$ cat config.mk
export PLATFORM = sky130hd
export DESIGN_NAME = pick_place_sequencer
export DESIGN_NICKNAME = d
export VERILOG_FILES = /design/src/hdl/pps_pkg.sv /design/src/hdl/pps_lane.sv /design/src/hdl/pps_ctrl.sv /design/src/hdl/pps_skid.sv /design/src/hdl/pick_place_sequencer.sv
export SDC_FILE = /design/constraint.sdc
export NUM_CORES = 1
export LEC_CHECK = 0
export ABC_AREA = 0
export BUFFER_PORTS_ARGS = -buffer_cell sky130_fd_sc_hd__buf_4
export CAP_MARGIN = 20
export CORE_ASPECT_RATIO = 1.1
export CORE_MARGIN = 2
export CORE_UTILIZATION = 67
export DETAILED_ROUTE_END_ITERATION = 8
export GPL_TIMING_DRIVEN = 0
export HOLD_SLACK_MARGIN = 0.1
export PLACE_DENSITY = 0.84
export SYNTH_ARGS = -nofsm -noshare
export SYNTH_HDL_FRONTEND = slang
export SYNTH_HIERARCHICAL = 1
export SYNTH_SLANG_ARGS = --single-unit
$ cat constraint.sdc
create_clock -name clk -period 14.67 [get_ports clk]
set_clock_uncertainty 0.2 [all_clocks]
set_input_delay 1.467 -clock clk [delete_from_list [all_inputs] [get_ports clk]]
set_output_delay 1.467 -clock clk [all_outputs]
set_load 0.1 [all_outputs]
$ cat src/hdl/pps_pkg.sv
// Package for the pick-and-place sequencer: field widths, phase codes,
// register indexes and reset values for all sequencer modules but pps_skid.
// No dependencies.
package pps_pkg;

    localparam int ANGLE_W       = 15;
    localparam int DIST_W        = 16;
    localparam int TOL_W         = 12;
    localparam int ARM_JOINTS_DEF = 4;
    localparam int FINGERS_DEF    = 3;
    localparam int ARM_JOINTS_MAX = 8;

    typedef enum logic [2:0] {
        PH_WAIT    = 3'd0,
        PH_GRASP   = 3'd1,
        PH_DROP    = 3'd2,
        PH_RELEASE = 3'd3,
        PH_HOME    = 3'd4
    } phase_t;

    typedef struct packed {
        phase_t phase;
        logic   holding;
    } status_t;

    // Register indexes on the configuration port.
    localparam int REG_GRAB_THRESHOLD     = 0;
    localparam int REG_POSITION_TOLERANCE = 1;
    localparam int REG_RAMP_STEP          = 2;
    localparam int REG_GRIP_TARGET        = 3;
    localparam int REG_DROP_BASE          = 4;

    localparam logic [DIST_W-1:0]         GRAB_THRESHOLD_RST = 16'd350;
    localparam logic [TOL_W-1:0]          TOLERANCE_RST      = 12'd82;
    localparam logic [TOL_W-1:0]          RAMP_STEP_RST      = 12'd131;
    localparam logic signed [ANGLE_W-1:0] GRIP_TARGET_RST    = 15'sd3482;
    localparam logic signed [ANGLE_W-1:0] RELEASE_TARGET     = 15'sd205;
    localparam logic signed [ANGLE_W-1:0] HOME_ANGLE         = 15'sd0;

    function automatic logic signed [ANGLE_W-1:0] drop_reset(input int idx);
        logic signed [ANGLE_W-1:0] val;
        case (idx)
            0:       val = -15'sd7700;
            1:       val = -15'sd8765;
            2:       val = -15'sd9748;
            3:       val = -15'sd6185;
            default: val = 15'sd0;
        endcase
        return val;
    endfunction

endpackage

$ cat src/hdl/pps_lane.sv
// One joint or finger lane of the pick-and-place sequencer: reach check
// against a target and the rate-limited set-point step. Uses pps_pkg.
module pps_lane (
    input  logic signed [pps_pkg::ANGLE_W-1:0] pos,
    input  logic signed [pps_pkg::ANGLE_W-1:0] target,
    input  logic        [pps_pkg::TOL_W-1:0]   tolerance,
    input  logic        [pps_pkg::TOL_W-1:0]   step,
    output logic                               reached,
    output logic signed [pps_pkg::ANGLE_W-1:0] ramp_cmd
);

    localparam int W = pps_pkg::ANGLE_W + 1;

    logic signed [W-1:0] pos_x;
    logic signed [W-1:0] tgt_x;
    logic signed [W-1:0] err;
    logic        [W-1:0] mag;
    logic signed [W-1:0] step_x;
    logic signed [W-1:0] clamped;
    logic signed [W-1:0] sum;

    assign pos_x  = {pos[pps_pkg::ANGLE_W-1], pos};
    assign tgt_x  = {target[pps_pkg::ANGLE_W-1], target};
    assign err    = tgt_x - pos_x;
    assign mag    = err[W-1] ? W'(-err) : W'(err);
    assign step_x = signed'({{(W - pps_pkg::TOL_W){1'b0}}, step});

    assign reached = (mag <= {{(W - pps_pkg::TOL_W){1'b0}}, tolerance});

    always_comb
    begin
        if (err > step_x)
            clamped = step_x;
        else if (err < -step_x)
            clamped = -step_x;
        else
            clamped = err;
    end

    // The result lies between the position and the target, so it fits.
    assign sum      = pos_x + clamped;
    assign ramp_cmd = sum[pps_pkg::ANGLE_W-1:0];

endmodule

$ cat src/hdl/pps_ctrl.sv
// Phase sequencer of the pick-and-place block: merges the lane reach flags,
// steps the five-phase state machine and holds the set-points. Uses pps_pkg.
module pps_ctrl #(
    parameter int ARM_JOINTS = pps_pkg::ARM_JOINTS_DEF,
    parameter int FINGERS    = pps_pkg::FINGERS_DEF
) (
    input  logic                                       clk,
    input  logic                                       rst_n,
    input  logic                                       accept,
    input  logic [pps_pkg::DIST_W-1:0]                 distance,
    input  logic [pps_pkg::DIST_W-1:0]                 grab_threshold,
    input  logic signed [pps_pkg::ANGLE_W-1:0]         grip_target,
    input  logic [FINGERS-1:0]                         finger_reached,
    input  logic [ARM_JOINTS-1:0]                      arm_reached,
    input  logic [ARM_JOINTS-1:0][pps_pkg::ANGLE_W-1:0] arm_ramp,
    output pps_pkg::phase_t                            phase_cur,
    output pps_pkg::status_t                           status_next,
    output logic [pps_pkg::ANGLE_W-1:0]                finger_cmd_next,
    output logic [ARM_JOINTS-1:0][pps_pkg::ANGLE_W-1:0] arm_cmd_next
);

    pps_pkg::phase_t phase_reg;
    pps_pkg::phase_t phase_next;
    logic            holding_reg;
    logic            holding_next;
    logic [pps_pkg::ANGLE_W-1:0] finger_target_reg;
    logic [pps_pkg::ANGLE_W-1:0] finger_target_next;
    logic [ARM_JOINTS-1:0][pps_pkg::ANGLE_W-1:0] setpoint_reg;
    logic [ARM_JOINTS-1:0][pps_pkg::ANGLE_W-1:0] setpoint_next;
    logic            fingers_all;
    logic            arm_all;
    logic            arm_load;

    assign fingers_all = &finger_reached;
    assign arm_all     = &arm_reached;

    always_comb
    begin
        phase_next = phase_reg;
        case (phase_reg)
            pps_pkg::PH_GRASP:
                if (fingers_all)
                    phase_next = pps_pkg::PH_DROP;
            pps_pkg::PH_DROP:
                if (arm_all)
                    phase_next = pps_pkg::PH_RELEASE;
            pps_pkg::PH_RELEASE:
                if (fingers_all)
                    phase_next = pps_pkg::PH_HOME;
            pps_pkg::PH_HOME:
                if (arm_all)
                    phase_next = pps_pkg::PH_WAIT;
            default:
                if (distance < grab_threshold)
                    phase_next = pps_pkg::PH_GRASP;
        endcase
    end

    always_comb
    begin
        holding_next       = holding_reg;
        finger_target_next = finger_target_reg;
        arm_load           = 1'b0;
        case (phase_reg)
            pps_pkg::PH_GRASP:
                if (fingers_all)
                    holding_next = 1'b1;
            pps_pkg::PH_DROP:
            begin
                arm_load = 1'b1;
                if (arm_all)
                    finger_target_next = pps_pkg::RELEASE_TARGET;
            end
            pps_pkg::PH_RELEASE:
                if (fingers_all)
                    holding_next = 1'b0;
            pps_pkg::PH_HOME:
                arm_load = 1'b1;
            default:
                if (distance < grab_threshold)
                    finger_target_next = grip_target;
        endcase
    end

    assign setpoint_next = arm_load ? arm_ramp : setpoint_reg;

    always_ff @(posedge clk or negedge rst_n)
    begin
        if (!rst_n)
        begin
            phase_reg         <= pps_pkg::PH_WAIT;
            holding_reg       <= 1'b0;
            finger_target_reg <= pps_pkg::RELEASE_TARGET;
            setpoint_reg      <= {ARM_JOINTS{pps_pkg::HOME_ANGLE}};
        end
        else if (accept)
        begin
            phase_reg         <= phase_next;
            holding_reg       <= holding_next;
            finger_target_reg <= finger_target_next;
            setpoint_reg      <= setpoint_next;
        end
    end

    // The result reflects the state after this request's update.
    assign phase_cur           = phase_reg;
    assign status_next.phase   = phase_next;
    assign status_next.holding = holding_next;
    assign finger_cmd_next     = finger_target_next;
    assign arm_cmd_next        = setpoint_next;

`ifndef SYNTH
    a_hold_phase: assert property (@(posedge clk) disable iff (!rst_n)
        holding_reg |-> (phase_reg == pps_pkg::PH_DROP || phase_reg == pps_pkg::PH_RELEASE))
        else $error("holding flag set outside drop and release phases");
    a_idle_stable: assert property (@(posedge clk) disable iff (!rst_n)
        !accept |=> ($stable(phase_reg) && $stable(setpoint_reg)))
        else $error("sequencer state changed without a request");
    a_open_release: assert property (@(posedge clk) disable iff (!rst_n)
        (phase_reg == pps_pkg::PH_RELEASE) |-> (finger_target_reg == pps_pkg::RELEASE_TARGET))
        else $error("fingers not commanded open during release");
`endif

endmodule

$ cat src/hdl/pps_skid.sv
// Output register with a skid stage for the pick-and-place sequencer result
// channel, so a new request is taken while a result waits. No dependencies.
module pps_skid #(
    parameter int WIDTH = 8
) (
    input  logic             clk,
    input  logic             rst_n,
    input  logic             in_valid,
    output logic             in_ready,
    input  logic [WIDTH-1:0] in_data,
    output logic             out_valid,
    input  logic             out_ready,
    output logic [WIDTH-1:0] out_data
);

    logic             out_valid_reg;
    logic [WIDTH-1:0] out_data_reg;
    logic             skid_valid_reg;
    logic [WIDTH-1:0] skid_data_reg;
    logic             take;

    assign in_ready  = !skid_valid_reg;
    assign take      = in_valid && in_ready;
    assign out_valid = out_valid_reg;
    assign out_data  = out_data_reg;

    always_ff @(posedge clk or negedge rst_n)
    begin
        if (!rst_n)
        begin
            out_valid_reg  <= 1'b0;
            skid_valid_reg <= 1'b0;
        end
        else if (out_ready || !out_valid_reg)
        begin
            if (skid_valid_reg)
            begin
                out_valid_reg  <= 1'b1;
                skid_valid_reg <= 1'b0;
            end
            else
                out_valid_reg <= take;
        end
        else if (take)
            skid_valid_reg <= 1'b1;
    end

    always_ff @(posedge clk)
    begin
        if (out_ready || !out_valid_reg)
        begin
            if (skid_valid_reg)
                out_data_reg <= skid_data_reg;
            else if (take)
                out_data_reg <= in_data;
        end
        else if (take)
            skid_data_reg <= in_data;
    end

`ifndef SYNTH
    a_skid_behind_out: assert property (@(posedge clk) disable iff (!rst_n)
        skid_valid_reg |-> out_valid_reg)
        else $error("skid entry held while output register empty");
    a_skid_on_stall: assert property (@(posedge clk) disable iff (!rst_n)
        $rose(skid_valid_reg) |-> $past(out_valid_reg && !out_ready))
        else $error("skid entry filled without a stalled output");
    a_skid_holds: assert property (@(posedge clk) disable iff (!rst_n)
        (skid_valid_reg && out_valid_reg && !out_ready) |=> $stable(skid_data_reg))
        else $error("skid entry changed while output stalled");
`endif

endmodule

$ cat src/hdl/pick_place_sequencer.sv
// Top level of the pick-and-place sequencer: configuration registers, the
// finger and arm lanes, the phase sequencer and the result skid stage.
// Depends on pps_pkg, pps_lane, pps_ctrl and pps_skid.
//
// Usage: each request on the s_ channel is one sensor tick (distance, finger
// positions, arm joint positions). For every request exactly one result
// leaves on the m_ channel: finger set-point, arm set-points, phase and the
// holding flag, all reflecting the state after that tick.
// Each result is registered. Throughput is one request per cycle while
// s_tready is high; the limit is the loop through the lanes and the phase
// state register in pps_ctrl. Registers must be written over the APB port
// only while no request is in flight; the block does not enforce this.
// Reset puts the sequence in the wait phase with fingers open (205) and the
// arm at home (all zero), loads register defaults and empties the output.
// When the receiver stalls, one more result is kept in the skid stage;
// s_tready then drops until the receiver takes a result.
module pick_place_sequencer #(
    parameter int ARM_JOINTS = pps_pkg::ARM_JOINTS_DEF,
    parameter int FINGERS    = pps_pkg::FINGERS_DEF
) (
    input  logic                  clk,
    input  logic                  rst_n,
    // s_tdata, from bit 0: distance, finger_pos_a.., arm_pos_a.., zero fill
    input  logic                  s_tvalid,
    output logic                  s_tready,
    input  logic [pps_pkg::DIST_W + pps_pkg::ANGLE_W * (FINGERS + ARM_JOINTS) + 7 -
                  ((pps_pkg::DIST_W + pps_pkg::ANGLE_W * (FINGERS + ARM_JOINTS) + 7) % 8)
                  - 1:0]  s_tdata,
    // m_tdata, from bit 0: finger_cmd, arm_cmd_a.., phase, holding, zero fill
    output logic                  m_tvalid,
    input  logic                  m_tready,
    output logic [pps_pkg::ANGLE_W * (1 + ARM_JOINTS) + 4 + 7 -
                  ((pps_pkg::ANGLE_W * (1 + ARM_JOINTS) + 4 + 7) % 8) - 1:0] m_tdata,
    input  logic                  psel,
    input  logic                  penable,
    input  logic                  pwrite,
    input  logic [$clog2(4 * (4 + ARM_JOINTS))-1:0] paddr,
    input  logic [31:0]           pwdata,
    output logic [31:0]           prdata,
    output logic                  pready
);

    localparam int AW       = pps_pkg::ANGLE_W;
    localparam int NUM_REGS = pps_pkg::REG_DROP_BASE + ARM_JOINTS;
    localparam int PA_W     = $clog2(4 * NUM_REGS);
    localparam int IDX_W    = PA_W - 2;
    localparam int IN_BITS  = pps_pkg::DIST_W + AW * (FINGERS + ARM_JOINTS);
    localparam int IN_W     = ((IN_BITS + 7) / 8) * 8;
    localparam int RES_BITS = AW * (1 + ARM_JOINTS) + 4;
    localparam int OUT_W    = ((RES_BITS + 7) / 8) * 8;
    localparam int ARM_OFS  = pps_pkg::DIST_W + AW * FINGERS;

    logic [pps_pkg::DIST_W-1:0]          grab_threshold_reg;
    logic [pps_pkg::TOL_W-1:0]           tolerance_reg;
    logic [pps_pkg::TOL_W-1:0]           ramp_step_reg;
    logic signed [AW-1:0]                grip_target_reg;
    logic [ARM_JOINTS-1:0][AW-1:0]       drop_reg;

    logic [IDX_W-1:0]                    cfg_idx;
    logic                                cfg_write;

    pps_pkg::phase_t                     phase_cur;
    pps_pkg::status_t                    status_next;
    logic [AW-1:0]                       finger_cmd_next;
    logic [ARM_JOINTS-1:0][AW-1:0]       arm_cmd_next;
    logic [FINGERS-1:0]                  finger_reached;
    logic [ARM_JOINTS-1:0]               arm_reached;
    logic [ARM_JOINTS-1:0][AW-1:0]       arm_ramp;
    logic signed [AW-1:0]                finger_goal;
    logic                                accept;
    logic [OUT_W-1:0]                    result;

    // ---------------- configuration port ----------------
    assign pready    = 1'b1;
    assign cfg_idx   = paddr[PA_W-1:2];
    assign cfg_write = psel && penable && pwrite && pready;

    always_ff @(posedge clk or negedge rst_n)
    begin
        if (!rst_n)
        begin
            grab_threshold_reg <= pps_pkg::GRAB_THRESHOLD_RST;
            tolerance_reg      <= pps_pkg::TOLERANCE_RST;
            ramp_step_reg      <= pps_pkg::RAMP_STEP_RST;
            grip_target_reg    <= pps_pkg::GRIP_TARGET_RST;
            for (int j = 0; j < ARM_JOINTS; j++)
                drop_reg[j] <= pps_pkg::drop_reset(j);
        end
        else if (cfg_write)
        begin
            case (cfg_idx)
                IDX_W'(pps_pkg::REG_GRAB_THRESHOLD):
                    grab_threshold_reg <= pwdata[pps_pkg::DIST_W-1:0];
                IDX_W'(pps_pkg::REG_POSITION_TOLERANCE):
                    tolerance_reg <= pwdata[pps_pkg::TOL_W-1:0];
                IDX_W'(pps_pkg::REG_RAMP_STEP):
                    ramp_step_reg <= pwdata[pps_pkg::TOL_W-1:0];
                IDX_W'(pps_pkg::REG_GRIP_TARGET):
                    grip_target_reg <= pwdata[AW-1:0];
                default:
                    for (int j = 0; j < ARM_JOINTS; j++)
                        if (cfg_idx == IDX_W'(pps_pkg::REG_DROP_BASE + j))
                            drop_reg[j] <= pwdata[AW-1:0];
            endcase
        end
    end

    always_comb
    begin
        prdata = '0;
        case (cfg_idx)
            IDX_W'(pps_pkg::REG_GRAB_THRESHOLD):
                prdata = 32'(grab_threshold_reg);
            IDX_W'(pps_pkg::REG_POSITION_TOLERANCE):
                prdata = 32'(tolerance_reg);
            IDX_W'(pps_pkg::REG_RAMP_STEP):
                prdata = 32'(ramp_step_reg);
            IDX_W'(pps_pkg::REG_GRIP_TARGET):
                prdata = 32'(grip_target_reg);
            default:
                for (int j = 0; j < ARM_JOINTS; j++)
                    if (cfg_idx == IDX_W'(pps_pkg::REG_DROP_BASE + j))
                        prdata = 32'(signed'(drop_reg[j]));
        endcase
    end

    // ---------------- lanes ----------------
    assign accept = s_tvalid && s_tready;

    // Grasp checks against the closed position, release against open.
    assign finger_goal = (phase_cur == pps_pkg::PH_RELEASE) ?
                         pps_pkg::RELEASE_TARGET : grip_target_reg;

    for (genvar f = 0; f < FINGERS; f++)
    begin : g_finger
        pps_lane u_lane (
            .pos       (s_tdata[pps_pkg::DIST_W + AW * f +: AW]),
            .target    (finger_goal),
            .tolerance (tolerance_reg),
            .step      (ramp_step_reg),
            .reached   (finger_reached[f]),
            .ramp_cmd  ()
        );
    end

    for (genvar j = 0; j < ARM_JOINTS; j++)
    begin : g_arm
        logic signed [AW-1:0] arm_goal;

        assign arm_goal = (phase_cur == pps_pkg::PH_DROP) ?
                          signed'(drop_reg[j]) : pps_pkg::HOME_ANGLE;

        pps_lane u_lane (
            .pos       (s_tdata[ARM_OFS + AW * j +: AW]),
            .target    (arm_goal),
            .tolerance (tolerance_reg),
            .step      (ramp_step_reg),
            .reached   (arm_reached[j]),
            .ramp_cmd  (arm_ramp[j])
        );
    end

    // ---------------- sequencer ----------------
    pps_ctrl #(
        .ARM_JOINTS (ARM_JOINTS),
        .FINGERS    (FINGERS)
    ) u_ctrl (
        .clk             (clk),
        .rst_n           (rst_n),
        .accept          (accept),
        .distance        (s_tdata[pps_pkg::DIST_W-1:0]),
        .grab_threshold  (grab_threshold_reg),
        .grip_target     (grip_target_reg),
        .finger_reached  (finger_reached),
        .arm_reached     (arm_reached),
        .arm_ramp        (arm_ramp),
        .phase_cur       (phase_cur),
        .status_next     (status_next),
        .finger_cmd_next (finger_cmd_next),
        .arm_cmd_next    (arm_cmd_next)
    );

    assign result = OUT_W'({status_next.holding, status_next.phase,
                            arm_cmd_next, finger_cmd_next});

    // ---------------- result channel ----------------
    pps_skid #(
        .WIDTH (OUT_W)
    ) u_skid (
        .clk       (clk),
        .rst_n     (rst_n),
        .in_valid  (s_tvalid),
        .in_ready  (s_tready),
        .in_data   (result),
        .out_valid (m_tvalid),
        .out_ready (m_tready),
        .out_data  (m_tdata)
    );

endmodule
==> results.md <==
- Status: completed
- Antenna Nets Post-Route: 0
- Reg2reg start: u_ctrl/phase_cur[2]
- Worst Setup SP: u_ctrl/phase_cur[2]
- Num ports: approximately 290
- Die Area: 52100 µm²
- DRC: 0
- R2R cell count: 29
- P&R area growth vs syn: 12.4%
- Vias in the first global route: 27600
- # resized after CTS: 0
- Core outline area: between 40000 and 50000 µm²
- CP Launch Type: register
- CTS sink cnt: approximately 360
- Worst R2R Setup Slack: approximately 4.3 ns
- Mean Syn Cell Area: about 9.6 µm²
- DR iter-0 viols: between 2000 and 3000
- TNS Setup: 0 ns
- Final Hold Vio Count: 0
- Leading cell types in the layout, fill and taps excluded: ha_1, inv_1, nor2_1
- Pin count of the biggest net entering global routing: 102
- CTS buffer count: 37
- Cts hold-fix bufs: 0
- Worst setup path class: reg2reg
- Headroom to the max-slew limit: 23.3%
- CTS Buffer Depth: 3
- Reg clk slew, reported paths: ~0.060 ns
- Final Net Count: ~4400
- Commonest non-fill, non-tap cell in the layout: ha_1
- Initial antenna violation count: 15
- P_sw: about 0.0036 W
- Internal power: around 0.0038 W
- Postcts setup bufs: 0
- RSZ-0062 raised after global routing: false
- Crit-path max FO: 10
- Seq pwr share: about 22%
- Cell Pwr Density: about 190 nW/µm²
- Clk pwr share: between 10% and 20%
- DR pass1 iterations: 6
- Setup-failing EPs final: 0
- Gate power share: 65.1%
- Crit path largest cell delay: between 0.7 and 0.8 ns
- Slew @ Worst Pin: around 1.2 ns
- Layout cells sized above 1: 21.2%
- Hold path start: u_ctrl/finger_target_reg[6]
- Gr ovfl total: 0
- Post-Route WL: between 100 and 150 mm
- Initial core utilization: roughly 68%
- WHS: between 0.2 and 0.3 ns
- Fill cells: 3458
- Req. time, crit path: around 15 ns
- Setup crit end kind: register
- Tmin final: 10.33 ns
- GP Congestion: about 1.0
- CTS tree: built
- Die height: ~240 µm
- Worst vdd ir: 0.175 mV
- Slew Viols, Final: 0
- Critical Path AT: between 10 and 15 ns
- Max-cap violations: 0
- Port Buf Inserts: ~260
- Non-Filler Instances: 4502
- Yosys warns: 6
- Fin crit share: between 70% and 80%
- Multi-input logic area: 21700 µm²
- Sequential cell area: slightly below 10000 µm²
- Lkg Pwr: 17.0 nW
- Reg-to-Reg End: u_skid/out_data[43]
- Die X-Extent: about 220 µm
- Via count: 28700
- CTS root buf: clkbuf_16
- FP Rows: 86
- Dpl cells: between 4000 and 5000
- CP max stage cell: a2111oi_0
- Total global-route track usage: between 30% and 40%
- Vias/cell: between 6 and 7
- H-tree depth: 2
- Synthesized cell area: 33700 µm²
- First-pass GRT wire length: ~160 mm
- Post-DP HPWL: roughly 80 mm
- Clock Latency Late Sink: roughly 0.56 ns
- Mapped Cells: about 3500
- Worst setup path endpoint: u_skid/out_data[43]
- Wire per inst: 23.2 µm
- Switching part of the total: a little under 50%
- Fmax: roughly 97 MHz
- HP Class: reg2reg
==> worst min-delay path by stage <==
stage	to	slack (ns)	depth (start not counted)
after detailed placement	u_ctrl/finger_target_reg[6]	0.27	2
after floorplan	u_ctrl/finger_target_reg[0]	0.25	2
after global routing	u_ctrl/finger_target_reg[11]	0.31	1
final	u_ctrl/finger_target_reg[6]	0.28	2
after global placement	u_ctrl/finger_target_reg[7]	0.27	2
after CTS	u_ctrl/finger_target_reg[6]	0.28	2
==> metrics by stage <==
step	worst slack, ns	power [W]	cell area [µm²]	util, %
2_1_floorplan	6.30	0.00504	33700	-
3_3_place_gp	3.49	0.00614	36400	73.1
3_5_place_dp	4.62	0.00626	36600	73.6
4_1_cts	4.55	0.00725	37800	76.0
5_1_grt	4.10	0.00779	37800	76.0
6_report	4.34	0.00736	37900	76.0
==> final cells by class <==
type	count	share of cell area [%]
Multi-Input combinational cell	2660	57.5
Timing Repair Buffer	272	5.65
Antenna cell	4	0.0264
Sequential cell	356	25.9
Inverter	369	3.66
Tap cell	660	2.18
Clock inverter	18	0.542
Buffer	113	2.01
Clock buffer	50	2.63
==> per-layer routing <==
layer | vias to the layer above | routed length, µm | GRT usage [%] | part of all wire, %
met5 | - | 151 | 0 | 0.14
met4 | 22 | 8260 | 27.0 | 7.9
met3 | 389 | 10400 | 8.60 | 10
met2 | 1454 | 46600 | 62.8 | 45
met1 | 13600 | 39200 | 48.2 | 37
li1 | 13300 | - | - | -
==> critical path: cells and delay by family, from the launching register on <==
| kind | cells | cell delay, ns |
|---|---|---|
| AO/OA/AOI/OAI | 11 | 3.51 |
| adder cells (fa/ha/maj) | 3 | 0.93 |
| flip-flops | 1 | 0.46 |
| XOR/XNOR | 1 | 0.63 |
| multiplexers | 2 | 0.72 |
| buffers and inverters | 3 | 1.08 |
| AND/OR/NAND/NOR | 9 | 2.52 |
==> power groups by stage <==
stage	clock network, W	logic (W)	registers (W)
after floorplan	0	0.00312	0.00192
after global placement	0	0.00452	0.00162
after detailed placement	0	0.00464	0.00162
after CTS	0.000949	0.00468	0.00161
after global routing	0.000986	0.00516	0.00164
final	0.000941	0.00479	0.00163
Power figures use the tool's default switching activity.
